===== config.mk =====
export PLATFORM = sky130hd
export DESIGN_NAME = nearest_smooth_size
export DESIGN_NICKNAME = d
export VERILOG_FILES = /design/src/hdl/sns_pkg.sv /design/src/hdl/nearest_smooth_size.sv /design/src/hdl/sns_div.sv
export SDC_FILE = /design/constraint.sdc
export NUM_CORES = 1
export LEC_CHECK = 0
export ABC_CLOCK_PERIOD_IN_PS = 12300
export BUFFER_PORTS_ARGS = -buffer_cell sky130_fd_sc_hd__buf_2
export CAP_MARGIN = 20
export CORE_ASPECT_RATIO = 1.4
export CORE_UTILIZATION = 60
export DETAILED_ROUTE_END_ITERATION = 7
export PLACE_DENSITY = 0.78
export SLEW_MARGIN = 0
export SYNTH_ARGS = -nofsm -noshare
export SYNTH_HDL_FRONTEND = slang
export SYNTH_SLANG_ARGS = --single-unit

===== constraint.sdc =====
create_clock -name clk -period 12.3 [get_ports clk]
set_input_delay 0.615 -clock clk [delete_from_list [all_inputs] [get_ports clk]]
set_output_delay 0.615 -clock clk [all_outputs]
set_load 0.005 [all_outputs]

===== src/hdl/sns_pkg.sv =====
`timescale 1ns / 1ps

package sns_pkg;

    localparam int SIZE_BITS_DEF = 24;
    localparam int DIGIT_BITS    = 4;
    localparam int REM_W         = 4;
    localparam int PIDX_W        = 3;
    localparam int FLOOR_SIZE    = 4;
    localparam int SMOOTH_LIMIT  = 2;

    localparam logic [PIDX_W-1:0] FIRST_PRIME_IDX = 3'd0;
    localparam logic [PIDX_W-1:0] LAST_PRIME_IDX  = 3'd4;

    typedef enum logic [2:0] {
        ST_IDLE,
        ST_TEST_START,
        ST_TEST_WAIT,
        ST_DIST,
        ST_PICK
    } sns_state_t;

    typedef struct packed {
        logic              start;
        logic [PIDX_W-1:0] prime_sel;
    } sns_div_cmd_t;

    typedef struct packed {
        logic done;
        logic zero_rem;
    } sns_div_stat_t;

    function automatic logic [REM_W-1:0] prime_value(input logic [PIDX_W-1:0] idx);
        logic [REM_W-1:0] p;
        case (idx)
            3'd0:    p = 4'd11;
            3'd1:    p = 4'd7;
            3'd2:    p = 4'd5;
            3'd3:    p = 4'd3;
            3'd4:    p = 4'd2;
            default: p = 4'd2;
        endcase
        return p;
    endfunction

endpackage


===== src/hdl/nearest_smooth_size.sv =====
// Candidates are tested downward from the request first, then upward ones.
// One request at a time: the next request is taken only after the pick has been written
//   to the output register, later while a stalled output holds the previous result.
// A finished result waits in the output register while the next request is taken.
// Reset: asynchronous, active low; clears the sequencer and output valid.
`timescale 1ns / 1ps

module nearest_smooth_size #(
    parameter int SIZE_BITS = sns_pkg::SIZE_BITS_DEF
) (
    input  logic                 clk,
    input  logic                 rst_n,
    input  logic                 in_valid,
    output logic                 in_ready,
    input  logic [SIZE_BITS-1:0] request_size,
    output logic                 out_valid,
    input  logic                 out_ready,
    output logic [SIZE_BITS:0]   smooth_size
);
    import sns_pkg::*;

    localparam int W = SIZE_BITS + 1;

    sns_state_t        state_reg;
    sns_state_t        state_next;
    logic [W-1:0]      req_reg;
    logic [W-1:0]      req_next;
    logic [W-1:0]      cand_reg;
    logic [W-1:0]      cand_next;
    logic [W-1:0]      v_reg;
    logic [W-1:0]      v_next;
    logic [PIDX_W-1:0] pidx_reg;
    logic [PIDX_W-1:0] pidx_next;
    logic              down_reg;
    logic              down_next;
    logic [W-1:0]      lo_reg;
    logic [W-1:0]      lo_next;
    logic [W-1:0]      hi_reg;
    logic [W-1:0]      hi_next;
    logic [W-1:0]      dlo_reg;
    logic [W-1:0]      dlo_next;
    logic [W-1:0]      dhi_reg;
    logic [W-1:0]      dhi_next;
    logic              below_reg;
    logic              below_next;
    logic              out_valid_reg;
    logic              out_valid_next;
    logic [W-1:0]      smooth_size_reg;
    logic [W-1:0]      smooth_size_next;

    sns_div_cmd_t  div_cmd;
    sns_div_stat_t div_stat;
    logic [W-1:0]  div_quot;
    logic [W-1:0]  cand_dec;
    logic [W-1:0]  cand_inc;
    logic          is_smooth;

    sns_div #(
        .W (W)
    ) u_div (
        .clk      (clk),
        .rst_n    (rst_n),
        .cmd      (div_cmd),
        .dividend (v_reg),
        .stat     (div_stat),
        .quotient (div_quot)
    );

    assign cand_dec  = cand_reg - 1'b1;
    assign cand_inc  = cand_reg + 1'b1;
    assign is_smooth = (v_reg < W'(SMOOTH_LIMIT));

    always_comb
    begin
        state_next        = state_reg;
        req_next          = req_reg;
        cand_next         = cand_reg;
        v_next            = v_reg;
        pidx_next         = pidx_reg;
        down_next         = down_reg;
        lo_next           = lo_reg;
        hi_next           = hi_reg;
        dlo_next          = dlo_reg;
        dhi_next          = dhi_reg;
        below_next        = below_reg;
        smooth_size_next  = smooth_size_reg;
        out_valid_next    = out_valid_reg && !out_ready;
        in_ready          = 1'b0;
        div_cmd.start     = 1'b0;
        div_cmd.prime_sel = pidx_reg;

        case (state_reg)
            ST_IDLE:
            begin
                in_ready = 1'b1;
                if (in_valid)
                begin
                    if (request_size == '0)
                    begin
                        req_next = W'(1);
                    end
                    else
                    begin
                        req_next = {1'b0, request_size};
                    end
                    cand_next  = req_next;
                    v_next     = req_next;
                    pidx_next  = FIRST_PRIME_IDX;
                    down_next  = 1'b1;
                    state_next = ST_TEST_START;
                end
            end

            ST_TEST_START:
            begin
                div_cmd.start = 1'b1;
                state_next    = ST_TEST_WAIT;
            end

            ST_TEST_WAIT:
            begin
                if (div_stat.done)
                begin
                    state_next = ST_TEST_START;
                    if (div_stat.zero_rem)
                    begin
                        v_next = div_quot;
                    end
                    else if (pidx_reg != LAST_PRIME_IDX)
                    begin
                        pidx_next = pidx_reg + 1'b1;
                    end
                    else
                    begin
                        pidx_next = FIRST_PRIME_IDX;
                        if (down_reg)
                        begin
                            if (is_smooth || cand_dec < W'(FLOOR_SIZE))
                            begin
                                // switch to the upward search from the request
                                lo_next   = is_smooth ? cand_reg : W'(FLOOR_SIZE);
                                cand_next = req_reg;
                                v_next    = req_reg;
                                down_next = 1'b0;
                            end
                            else
                            begin
                                cand_next = cand_dec;
                                v_next    = cand_dec;
                            end
                        end
                        else if (is_smooth)
                        begin
                            hi_next    = cand_reg;
                            state_next = ST_DIST;
                        end
                        else
                        begin
                            cand_next = cand_inc;
                            v_next    = cand_inc;
                        end
                    end
                end
            end

            ST_DIST:
            begin
                below_next = (req_reg < lo_reg);
                dlo_next   = req_reg - lo_reg;
                dhi_next   = hi_reg - req_reg;
                state_next = ST_PICK;
            end

            ST_PICK:
            begin
                // hold until the output register is free; ties go upward
                if (!out_valid_reg || out_ready)
                begin
                    smooth_size_next = (below_reg || dlo_reg < dhi_reg) ? lo_reg : hi_reg;
                    out_valid_next   = 1'b1;
                    state_next       = ST_IDLE;
                end
            end

            default:
            begin
                state_next = ST_IDLE;
            end
        endcase
    end

    always_ff @(posedge clk or negedge rst_n)
    begin
        if (!rst_n)
        begin
            state_reg     <= ST_IDLE;
            out_valid_reg <= 1'b0;
            pidx_reg      <= FIRST_PRIME_IDX;
            down_reg      <= 1'b1;
        end
        else
        begin
            state_reg     <= state_next;
            out_valid_reg <= out_valid_next;
            pidx_reg      <= pidx_next;
            down_reg      <= down_next;
        end
    end

    always_ff @(posedge clk)
    begin
        req_reg         <= req_next;
        cand_reg        <= cand_next;
        v_reg           <= v_next;
        lo_reg          <= lo_next;
        hi_reg          <= hi_next;
        dlo_reg         <= dlo_next;
        dhi_reg         <= dhi_next;
        below_reg       <= below_next;
        smooth_size_reg <= smooth_size_next;
    end

    assign out_valid   = out_valid_reg;
    assign smooth_size = smooth_size_reg;

endmodule


===== src/hdl/sns_div.sv =====
`timescale 1ns / 1ps

module sns_div #(
    parameter int W = sns_pkg::SIZE_BITS_DEF + 1
) (
    input  logic                 clk,
    input  logic                 rst_n,
    input  sns_pkg::sns_div_cmd_t  cmd,
    input  logic [W-1:0]         dividend,
    output sns_pkg::sns_div_stat_t stat,
    output logic [W-1:0]         quotient
);
    import sns_pkg::*;

    localparam int NSTEP = (W + DIGIT_BITS - 1) / DIGIT_BITS;
    localparam int DW    = NSTEP * DIGIT_BITS;
    localparam int CNT_W = $clog2(NSTEP + 1);

    logic [DW-1:0]         work_reg;
    logic [DW-1:0]         work_next;
    logic [REM_W-1:0]      rem_reg;
    logic [REM_W-1:0]      rem_next;
    logic [REM_W-1:0]      prime_reg;
    logic [REM_W-1:0]      prime_next;
    logic [CNT_W-1:0]      cnt_reg;
    logic [CNT_W-1:0]      cnt_next;
    logic                  busy_reg;
    logic                  busy_next;
    logic [DW-1:0]         work_step;
    logic [REM_W-1:0]      rem_step;
    logic [REM_W:0]        trial;
    logic [DIGIT_BITS-1:0] qbits;

    // radix-16 long division by a small prime, one restoring step per bit
    always_comb
    begin
        rem_step = rem_reg;
        qbits    = '0;
        trial    = '0;
        for (int i = 0; i < DIGIT_BITS; i++)
        begin
            trial = {rem_step, work_reg[DW-1-i]};
            if (trial >= {1'b0, prime_reg})
            begin
                trial                  = trial - {1'b0, prime_reg};
                qbits[DIGIT_BITS-1-i] = 1'b1;
            end
            rem_step = trial[REM_W-1:0];
        end
        work_step = {work_reg[DW-DIGIT_BITS-1:0], qbits};
    end

    always_comb
    begin
        work_next  = work_reg;
        rem_next   = rem_reg;
        prime_next = prime_reg;
        cnt_next   = cnt_reg;
        busy_next  = busy_reg;
        if (cmd.start)
        begin
            work_next  = DW'(dividend);
            rem_next   = '0;
            prime_next = prime_value(cmd.prime_sel);
            cnt_next   = CNT_W'(NSTEP);
            busy_next  = 1'b1;
        end
        else if (busy_reg)
        begin
            work_next = work_step;
            rem_next  = rem_step;
            cnt_next  = cnt_reg - 1'b1;
            if (cnt_reg == CNT_W'(1))
            begin
                busy_next = 1'b0;
            end
        end
    end

    always_ff @(posedge clk or negedge rst_n)
    begin
        if (!rst_n)
        begin
            busy_reg <= 1'b0;
            cnt_reg  <= '0;
        end
        else
        begin
            busy_reg <= busy_next;
            cnt_reg  <= cnt_next;
        end
    end

    always_ff @(posedge clk)
    begin
        work_reg  <= work_next;
        rem_reg   <= rem_next;
        prime_reg <= prime_next;
    end

    assign stat.done     = busy_reg && (cnt_reg == CNT_W'(1));
    assign stat.zero_rem = (rem_step == '0);
    assign quotient      = work_step[W-1:0];

endmodule

Yosys cells after proc, flatten, opt, wreduce, memory -nomap -nowiden
Index checks and enable logic that the tools add are counted.
{"block": "word_totals", "elab_cells": 132, "output_inout_bits": 27, "input_bits": 28, "ff_bits": 249}
{"block": "op_classes", "n_lt_le_gt_ge": 8, "n_addsub": 10, "n_reduce_logical": 22, "muxes": 53, "n_eq_ne": 17, "n_bitwise": 3}
{"cell": "25-bit two-way mux", "n": 12}
{"cell": "25-bit case mux with 2 select lines", "n": 2}
{"cell": "25-bit less-than comparator", "n": 2}
{"cell": "25-bit subtractor", "n": 2}
{"cell": "3-bit two-way mux", "n": 9}
{"cell": "25-bit by 1-bit adder with 25-bit output, second input constant", "n": 1}
{"cell": "25-bit by 2-bit less-than comparator with 1-bit output, second input constant", "n": 1}
{"cell": "25-bit by 3-bit less-than comparator with 1-bit output, second input constant", "n": 1}
{"cell": "25-bit by 1-bit subtractor with 25-bit output, second input constant", "n": 1}
{"cell": "24-bit zero test", "n": 1}
{"cell": "24-bit two-way mux", "n": 1}
{"cell": "5-bit by 4-bit >= comparator with 1-bit output", "n": 4}
{"cell": "6-bit AND reduction", "n": 3}
{"cell": "1-bit two-way mux", "n": 17}
{"cell": "4-bit two-way mux", "n": 4}
{"cell": "4-bit case mux with 4 select lines", "n": 1}
{"cell": "4-bit subtractor", "n": 4}
{"cell": "3-bit case mux with 5 select lines", "n": 1}
{"cell": "3-bit by 2-bit == test with 1-bit output, second input constant", "n": 4}
{"cell": "2-bit inequality test, second input constant", "n": 5}
{"cell": "5-bit AND reduction", "n": 2}
{"cell": "3-bit by 1-bit == test with 1-bit output, second input constant", "n": 3}
{"cell": "3-bit inequality test, second input constant", "n": 3}
{"cell": "2-bit two-way mux", "n": 4}
{"cell": "other kinds (16)", "n": 25}

Depth between registers and ports, before layout
Gate-level depths: netlist of the first run.
{"block": "depth", "depth_word": 12, "ltp_mapped": 34, "mapped_depth_nobuf": 32}

Hierarchy
From an unflattened synthesis of the first run, not the netlist that was laid out.
{"block": "unflattened", "hier_cells": 1445, "hier_area_um2": 15287.2}
{"mod": "nearest_smooth_size", "cells_per_inst": 1204, "area_each_um2": 12590.8, "seq_area_each_um2": 6207.2, "instances": 1}
{"mod": "sns_div", "cells_per_inst": 241, "area_each_um2": 2696.3, "seq_area_each_um2": 1111.1, "instances": 1}

Worst setup path before layout of the first run
No wires, ideal clock.
{"block": "synth_path", "path_kind": "flip-flop to flip-flop", "startpoint": "register u_div.prime_reg[1]", "endpoint": "register cand_reg[0], enable pin", "setup_slack_ns": 4.040, "required_ns": 11.893, "period_less_slack_ns": 8.260, "n_path_buf": 1, "arrival_ns": 7.854, "stages_incl_launch_ff": 31, "setup_time_ns": 0.407, "path_cell_list": "edfxtp_1 -> inv_1 -> ha_1 -> nor2b_1 -> o311ai_0 -> nand2_1 -> mux2_2 -> ha_1 -> o21a_1 -> a21oi_1 -> nand2_1 -> o21ai_0 -> inv_1 -> ha_1 -> nand2_1 -> o21ai_0 -> a31o_2 -> a21oi_1 -> o21ai_0 -> a21oi_1 -> ha_1 -> a21o_1 -> a21o_1 -> a21o_1 -> or2_2 -> mux2_2 -> nor3b_1 -> o21bai_2 -> clkbuf_1 -> a21oi_1 -> nor2_1"}
{"block": "synth_via", "elab_chain_len": 11, "word_cells_on_any_way": 15, "classes_between": "add/sub (4); order compare (4); eq/ne (1); mux (4); reduce/logical (2)"}
{"item": "start, declared", "line_no": "sns_div.sv:23", "source": "logic [REM_W-1:0] prime_reg;"}
{"item": "start signal, assigned", "line_no": "sns_div.sv:98", "source": "prime_reg <= prime_next;"}
{"item": "4-bit subtractor / 5-bit by 4-bit >= comparator with 1-bit output (equally long branches)", "line_no": "sns_div.sv:45, sns_div.sv:43"}
{"item": "4-bit two-way mux", "line_no": "sns_div.sv:43", "source": "if (trial >= {1'b0, prime_reg})"}
{"item": "4-bit subtractor / 5-bit by 4-bit >= comparator with 1-bit output (equally long branches)", "line_no": "sns_div.sv:45, sns_div.sv:43"}
{"item": "4-bit two-way mux", "line_no": "sns_div.sv:43"}
{"item": "4-bit subtractor / 5-bit by 4-bit >= comparator with 1-bit output (equally long branches)", "line_no": "sns_div.sv:45, sns_div.sv:43"}
{"item": "4-bit two-way mux", "line_no": "sns_div.sv:43"}
{"item": "5-bit by 4-bit >= comparator with 1-bit output / 4-bit subtractor (equally long branches)", "line_no": "sns_div.sv:43, sns_div.sv:45"}
{"item": "4-bit two-way mux (*)", "line_no": "sns_div.sv:43"}
{"item": "4-bit zero test (*)", "line_no": "sns_div.sv:102", "source": "assign stat.zero_rem = (rem_step == '0);"}
{"item": "2-bit inequality test (no source line) (*)"}
{"item": "6-bit AND reduction (no source line) (*)"}
{"item": "end signal, assigned", "line_no": "nearest_smooth_size.sv:213", "source": "cand_reg <= cand_next;"}
{"item": "end, declared", "line_no": "nearest_smooth_size.sv:28", "source": "logic [W-1:0] cand_reg;"}
Every way passes the cells marked *; elsewhere a longest branch is shown, timed or not.
A chain may end at the register's enable or synchronous reset.

Worst setup path in the final report of the first run
{"block": "layout_path", "startpoint": "register u_div.prime_reg[1]", "endpoint": "register cand_reg[23], enable pin"}
Same word-level chain as after synthesis.

==> results.yml, run 1 <==
yosys:
  async_flop_share_pct: 4.84
  synth_seq_cells: 248
  ys_seq_area_share_pct: 49.1
  synth_area_leaders: "edfxtp_1 46%, ha_1 8.2%, xnor2_1 4.0%"
  synth_top_area_share_pct: 46.1
  syn_area_um2: 14900
  syn_nets: 1557
  syn_area_per_cell_um2: 10.5
  synthDistinctLibCells: 83
  synth.most_common_cell: "edfxtp_1"
  yosysWarnings: 0
  yosys.area.top_type: "edfxtp_1"
  synth_edf_count: 229
  synthCells: 1425
  synth_ff_type: "edfxtp_1"
  netlist_top_cells_count: "229 x edfxtp_1, 122 x nand2_1, 120 x inv_1"
floorplanning:
  row_count: 67
  die_y_um: 189
  core_um2: 24100
  io_pins: 55
  dieWidth_um: 135
  die-area_um2: 25500
  initial_utilization_pct: 61.8
sta:
  timing.slew.headroom_pct: 41.3
  finClkSkew_ns: 0.0186
  hold_viol: 0
  max_slew.worst_pin.slew_ns: 0.858
  max_freq_mhz: 117
  rsz0062_at_grt: "no"
  drv_slew: 0
  whs_ns: 0.300
  timing.final.crit_period_ns: 8.53
  setup_violations: 0
  post-route-period-util_pct: 69.3
  tns_ns: 0
final_layout:
  syn2layout_area_growth_pct: 9.25
  drive_gt1_share_pct: 12.2
  largest_register_ffs: 28
  nets: 1579
  antennaDiodeCount: 0
critical_path:
  cp_slowest_cell: "edfxtp_1"
  timing_worst_setup_path_type: "reg -> reg"
  crit_required_ns: 12.53
  endpoint_kind: "register"
  slowest_delay_ns: 0.46
  start_kind: "register"
  critical_path_arrival_ns: 8.76
  cp_common_cell: "a21oi_1"
  worstPathMaxFanout: 19
global_route:
  antenna_found_initial: 0
  grt_pass1_wl_um: 55000
  grt.total_usage_pct: 27.8
  grt-ovfl-total: 0
  grt_pass1_vias: 10578
  grt_max_degree: 53
detailed_routing:
  finalWirelength_um: 34600
  drtIter0Drc: 694
  avgRoutedWirePerCell_um: 19.5
  first_pass_iters: 5
  drc: 0
  dr_total_vias: 10780
  via_per_inst: 6.07
  ant_nets: 0
power:
  p_per_area_nw_per_um2: 103
  ir_worst_vdd_mv: 0.118
  cellInternalPower_uw: 1350
  leakagePower_uw: 0.00642
  p_clk_share_pct: 45.2
  switching_share_pct: 19.6
  power_frac_seq_pct: 54.1
  p_comb_share_pct: 0.7
  switching_power_uw: 329
placed_design:
  hpwl_um: 26200
  port_buffers: 54
  place.gp.congestion: 0.910
clocking:
  clockRootBuffer: "clkbuf_16"
  h-tree-depth: 1
  path_clk_slew_ns: 0.07
  cts_tree: "done"
  cts.sinks: 248
  cts_buffers: 24
  cts_hold_buf: 1
  clk_latency_ns: 0.53
  postCtsSetupRepairBufs: 0
  post_cts_resized: 0
  ctsLongestPathBuffers: 3
flow_run:
  maxCapViolCount: 0
run_status:
  outcome: "completed"
worst_hold_path:
  hold_path.class: "in -> reg"
==> routing by layer <==
layer | GRT usage (%) | vias to the layer above | wire length [um]
li1 | - | 5161 | -
met2 | 49.5 | 398 | 17700
met1 | 33.9 | 5133 | 13700
met4 | 11.3 | 0 | 1270
met5 | 0 | - | 0
met3 | 3.17 | 88 | 1890
==> cells by family (layout without fill, tap and decap cells) <==
group | after synthesis | after routing | share of synthesized area (%)
simple gates | 428 | 428 | 14.2
xor+xnor | 95 | 95 | 5.58
mux | 42 | 42 | 3.09
flops | 248 | 248 | 49.1
buf+inv | 197 | 237 | 5.29
fa+ha+maj | 104 | 104 | 9.02
compound gates | 311 | 311 | 13.8
==> layout make-up <==
cell class,count,area (um2)
clock buffers,28,637
clock inverters,16,170
fillers,1832,7840
inverters,121,454
multi-input cells,980,6840
flip-flops and latches,248,7320
well taps,310,388
repair buffers,72,495
==> placed cells by master, fill, tap and decap left out, drive strengths merged, types with 8 or more instances in the layout <==
cell type | synthesis | layout
ha | 98 | 98
clkinv | 1 | 9
edfxtp | 229 | 229
nand2b | 19 | 19
or2 | 8 | 8
nor2 | 94 | 94
mux2 | 29 | 29
mux2i | 13 | 13
o21ai | 68 | 68
buf | 16 | 71
o211ai | 9 | 9
xnor2 | 68 | 68
and2 | 30 | 30
dfrtp | 11 | 11
a211o | 8 | 8
inv | 120 | 121
nand3 | 28 | 28
xor2 | 27 | 27
nand4 | 14 | 14
a21oi | 98 | 98
a21o | 26 | 26
nor2b | 15 | 15
nor3 | 31 | 31
o21a | 27 | 27
nand2 | 124 | 124
and3 | 10 | 10
or3 | 10 | 10
clkbuf | 60 | 28
nor4 | 24 | 24
==> worst max-delay path: cells and delay by family (launching register included) <==
kind	cells	cell delay [ns]
simple gates	7	1.48
fa+ha+maj	4	1.23
compound gates	15	4.11
mux	1	0.33
flops	1	0.46
buf+inv	3	0.63
==> path summary, 6_finish.rpt <==
kind,start,end,slack [ns],depth (start not counted)
setup / recovery,u_div.prime_reg[1],cand_reg[23],3.77,30
hold / removal,request_size[22],req_reg[22],0.30,1
setup reg to reg,u_div.prime_reg[1],cand_reg[23],3.77,30
hold reg to reg,u_div.work_reg[21],u_div.work_reg[25],0.51,2
max in group asynchronous,rst_n,down_reg,11.51,2
min in group asynchronous,rst_n,u_div.cnt_reg[1],0.50,2
==> power by group through the flow <==
stage / clock network (uW) / logic, uW / registers (uW)
after detailed placement: 0 / 10.6 / 926
final: 758 / 11.1 / 908
after CTS: 766 / 10.9 / 908
after global routing: 796 / 11.8 / 908
after floorplan: 0 / 2.90 / 926
after global placement: 0 / 10.5 / 926
==> stage by stage <==
step	cells	total power (uW)	worst slack [ns]	util, %	instance area (um2)
2_1_floorplan	1425	929	4.04	-	14900
3_3_place_gp	1724	937	3.59	63.6	15300
3_5_place_dp	1725	937	3.43	63.7	15400
4_1_cts	1770	1690	3.42	67.0	16200
5_1_grt	1775	1720	3.10	67.5	16300
6_report	1775	1680	3.77	67.5	16300
(Power assumes the default switching activity.)
==> inputs of run 2 (changes only) <==
--- a/config.mk
+++ b/config.mk
@@ -5,7 +5,7 @@
 export SDC_FILE = /design/constraint.sdc
 export NUM_CORES = 1
 export LEC_CHECK = 0
-export ABC_CLOCK_PERIOD_IN_PS = 12300
+export ABC_CLOCK_PERIOD_IN_PS = 8800
 export BUFFER_PORTS_ARGS = -buffer_cell sky130_fd_sc_hd__buf_2
 export CAP_MARGIN = 20
 export CORE_ASPECT_RATIO = 1.4
==> constraint.sdc (replaced) <==
create_clock -name clk -period 8.8 [get_ports clk]
set_input_delay 0.44 -clock clk [delete_from_list [all_inputs] [get_ports clk]]
set_output_delay 0.44 -clock clk [all_outputs]
set_load 0.005 [all_outputs]
==> results.yml, run 2 (synthesized netlist as in run 1, its figures left out) <==
clocking:
  clockRootBuffer: "clkbuf_16"
  postCtsSetupRepairBufs: 0
  path_clk_slew_ns: 0.07
  cts_tree: "done"
  cts.sinks: 248
  clk_latency_ns: 0.54
  h-tree-depth: 1
  ctsLongestPathBuffers: 3
  cts_buffers: 24
worst_hold_path:
  hp-start: "request_size[18]"
  hold_path.class: "in -> reg"
  worstHoldEndpoint: "req_reg[18]"
  hold_depth: 1
detailed_routing:
  finalWirelength_um: 34600
  via_per_inst: 6.01
  dr_total_vias: 10682
  first_pass_iters: 6
  drtIter0Drc: 716
  ant_nets: 0
  avgRoutedWirePerCell_um: 19.5
  drc: 0
power:
  p_clk_share_pct: 44.2
  ir_worst_vdd_mv: 0.170
  cellInternalPower_uw: 1840
  power_frac_seq_pct: 55.1
  p_per_area_nw_per_um2: 142
  leakagePower_uw: 0.00638
  switching_power_uw: 463
  switching_share_pct: 20.1
  p_comb_share_pct: 0.7
placed_design:
  place.gp.congestion: 0.906
  post-place-ws_ns: 0.626
  placedCellCount: 1730
  port_buffers: 54
  hpwl_um: 26400
global_route:
  grt_max_degree: 53
  grt.total_usage_pct: 27.9
  antenna_found_initial: 0
  grt_pass1_wl_um: 55100
  grt-ovfl-total: 0
  grt_pass1_vias: 10644
final_layout:
  drive_gt1_share_pct: 12.3
  antennaDiodeCount: 0
  final_cell_mix: "229 x edfxtp_1, 122 x nand2_1, 120 x inv_1, 98 x ha_1"
  final_common_cell: "edfxtp_1"
  fillers: 1832
  largest_register_ffs: 28
  finalNonFillerCells: 1776
  syn2layout_area_growth_pct: 8.74
  nets: 1580
sta:
  max_freq_mhz: 123
  rsz0062_at_grt: "no"
  drv_slew: 0
  timing.final.ws_setup_ns: 0.651
  post-route-period-util_pct: 92.6
  hold_viol: 0
  setup_violations: 0
  timing.slew.headroom_pct: 38.9
  max_slew.worst_pin.slew_ns: 0.894
  tns_ns: 0
  timing.final.crit_period_ns: 8.15
  finClkSkew_ns: 0.0146
critical_path:
  worstPathMaxFanout: 25
  r2r_end: "lo_reg[21]"
  crit_required_ns: 9.00
  critical_path_arrival_ns: 8.35
  worst_r2r_path_depth: 30
  slowest_delay_ns: 0.46
  cp_slowest_cell: "edfxtp_1"
  r2r_setup_slack_ns: 0.65
  r2r_start: "u_div.prime_reg[1]"
  timing_worst_setup_path_type: "reg -> reg"
  cp_common_cell: "a21oi_1"
  endpoint_kind: "register"
  start_kind: "register"
flow_run:
  maxCapViolCount: 0
floorplanning:
  core_um2: 24100
  io_pins: 55
  dieWidth_um: 135
  die_y_um: 189
  die-area_um2: 25500
  row_count: 67
  initial_utilization_pct: 61.8
run_status:
  outcome: "completed"
==> run 2: cell count changes in the layout (fill, tap and decap cells not counted), moves of 2 or more <==
cell,change
buf_16,-2
clkbuf_1,-2
buf_4,+5
clkinvlp_4,+2
==> run 2: how the worst max path moves through the flow <==
stage | start | to | slack, ns | cells after the start
2_1_floorplan | u_div.prime_reg[1] | cand_reg[0] | 0.54 | 30
3_3_place_gp | u_div.prime_reg[1] | lo_reg[23] | 0.81 | 31
3_5_place_dp | u_div.prime_reg[1] | lo_reg[20] | 0.63 | 31
4_1_cts | u_div.prime_reg[1] | lo_reg[5] | 0.60 | 31
5_1_grt | u_div.prime_reg[1] | hi_reg[8] | 0.05 | 30
6_report | u_div.prime_reg[1] | lo_reg[21] | 0.65 | 30
==> run 2: worst max-delay path: cells and delay by family (launching register included) <==
| kind | cells | cell delay, ns |
|---|---|---|
| AO/OA/AOI/OAI | 15 | 3.43 |
| adder cells (fa/ha/maj) | 4 | 1.23 |
| AND/OR/NAND/NOR | 6 | 1.20 |
| buffers and inverters | 4 | 1.11 |
| flip-flops | 1 | 0.46 |
| multiplexers | 1 | 0.34 |
==> run 2: power by group through the flow <==
stage	logic (uW)	registers, uW	clock network (uW)
finish	15.7	1270	1020
global route	16.3	1270	1080
CTS	15.3	1270	1040
detailed placement	14.9	1290	0
global placement	14.9	1290	0
floorplan	4.05	1290	0
==> run 2: metal layers <==
layer | up-vias | track usage (%) | wire, um
met5 | - | 0 | 0
met4 | 0 | 12.3 | 1510
met3 | 79 | 2.91 | 1950
met2 | 405 | 50.3 | 17900
met1 | 5044 | 33.4 | 13300
li1 | 5154 | - | -
==> run 2: final cells by class <==
cell class,instances,area (um2),share of cell area (%)
clock inverter,19,179,1.10
tap,310,388,2.39
multi-input combinational,980,6840,42.1
clock buffer,25,604,3.73
timing repair buffer,73,443,2.73
sequential,248,7320,45.1
inverter,121,454,2.80
==> run 2: stage by stage <==
stage / total power (uW) / utilization [%] / instance area [um2] / hold WS [ns]
2_1_floorplan: 1300 / - / 14900 / 0.144
3_3_place_gp: 1310 / 63.7 / 15400 / 0.333
3_5_place_dp: 1310 / 63.8 / 15400 / 0.346
4_1_cts: 2320 / 67.1 / 16200 / 0.110
5_1_grt: 2360 / 67.2 / 16200 / 0.114
6_report: 2300 / 67.2 / 16200 / 0.124
==> run 2: repair_timing <==
item,4_1_cts,5_1_grt
resized for setup,0,1
endpoints found under the setup margin,0,75
hold buffers,1,0
hold endpoints to repair,11,0
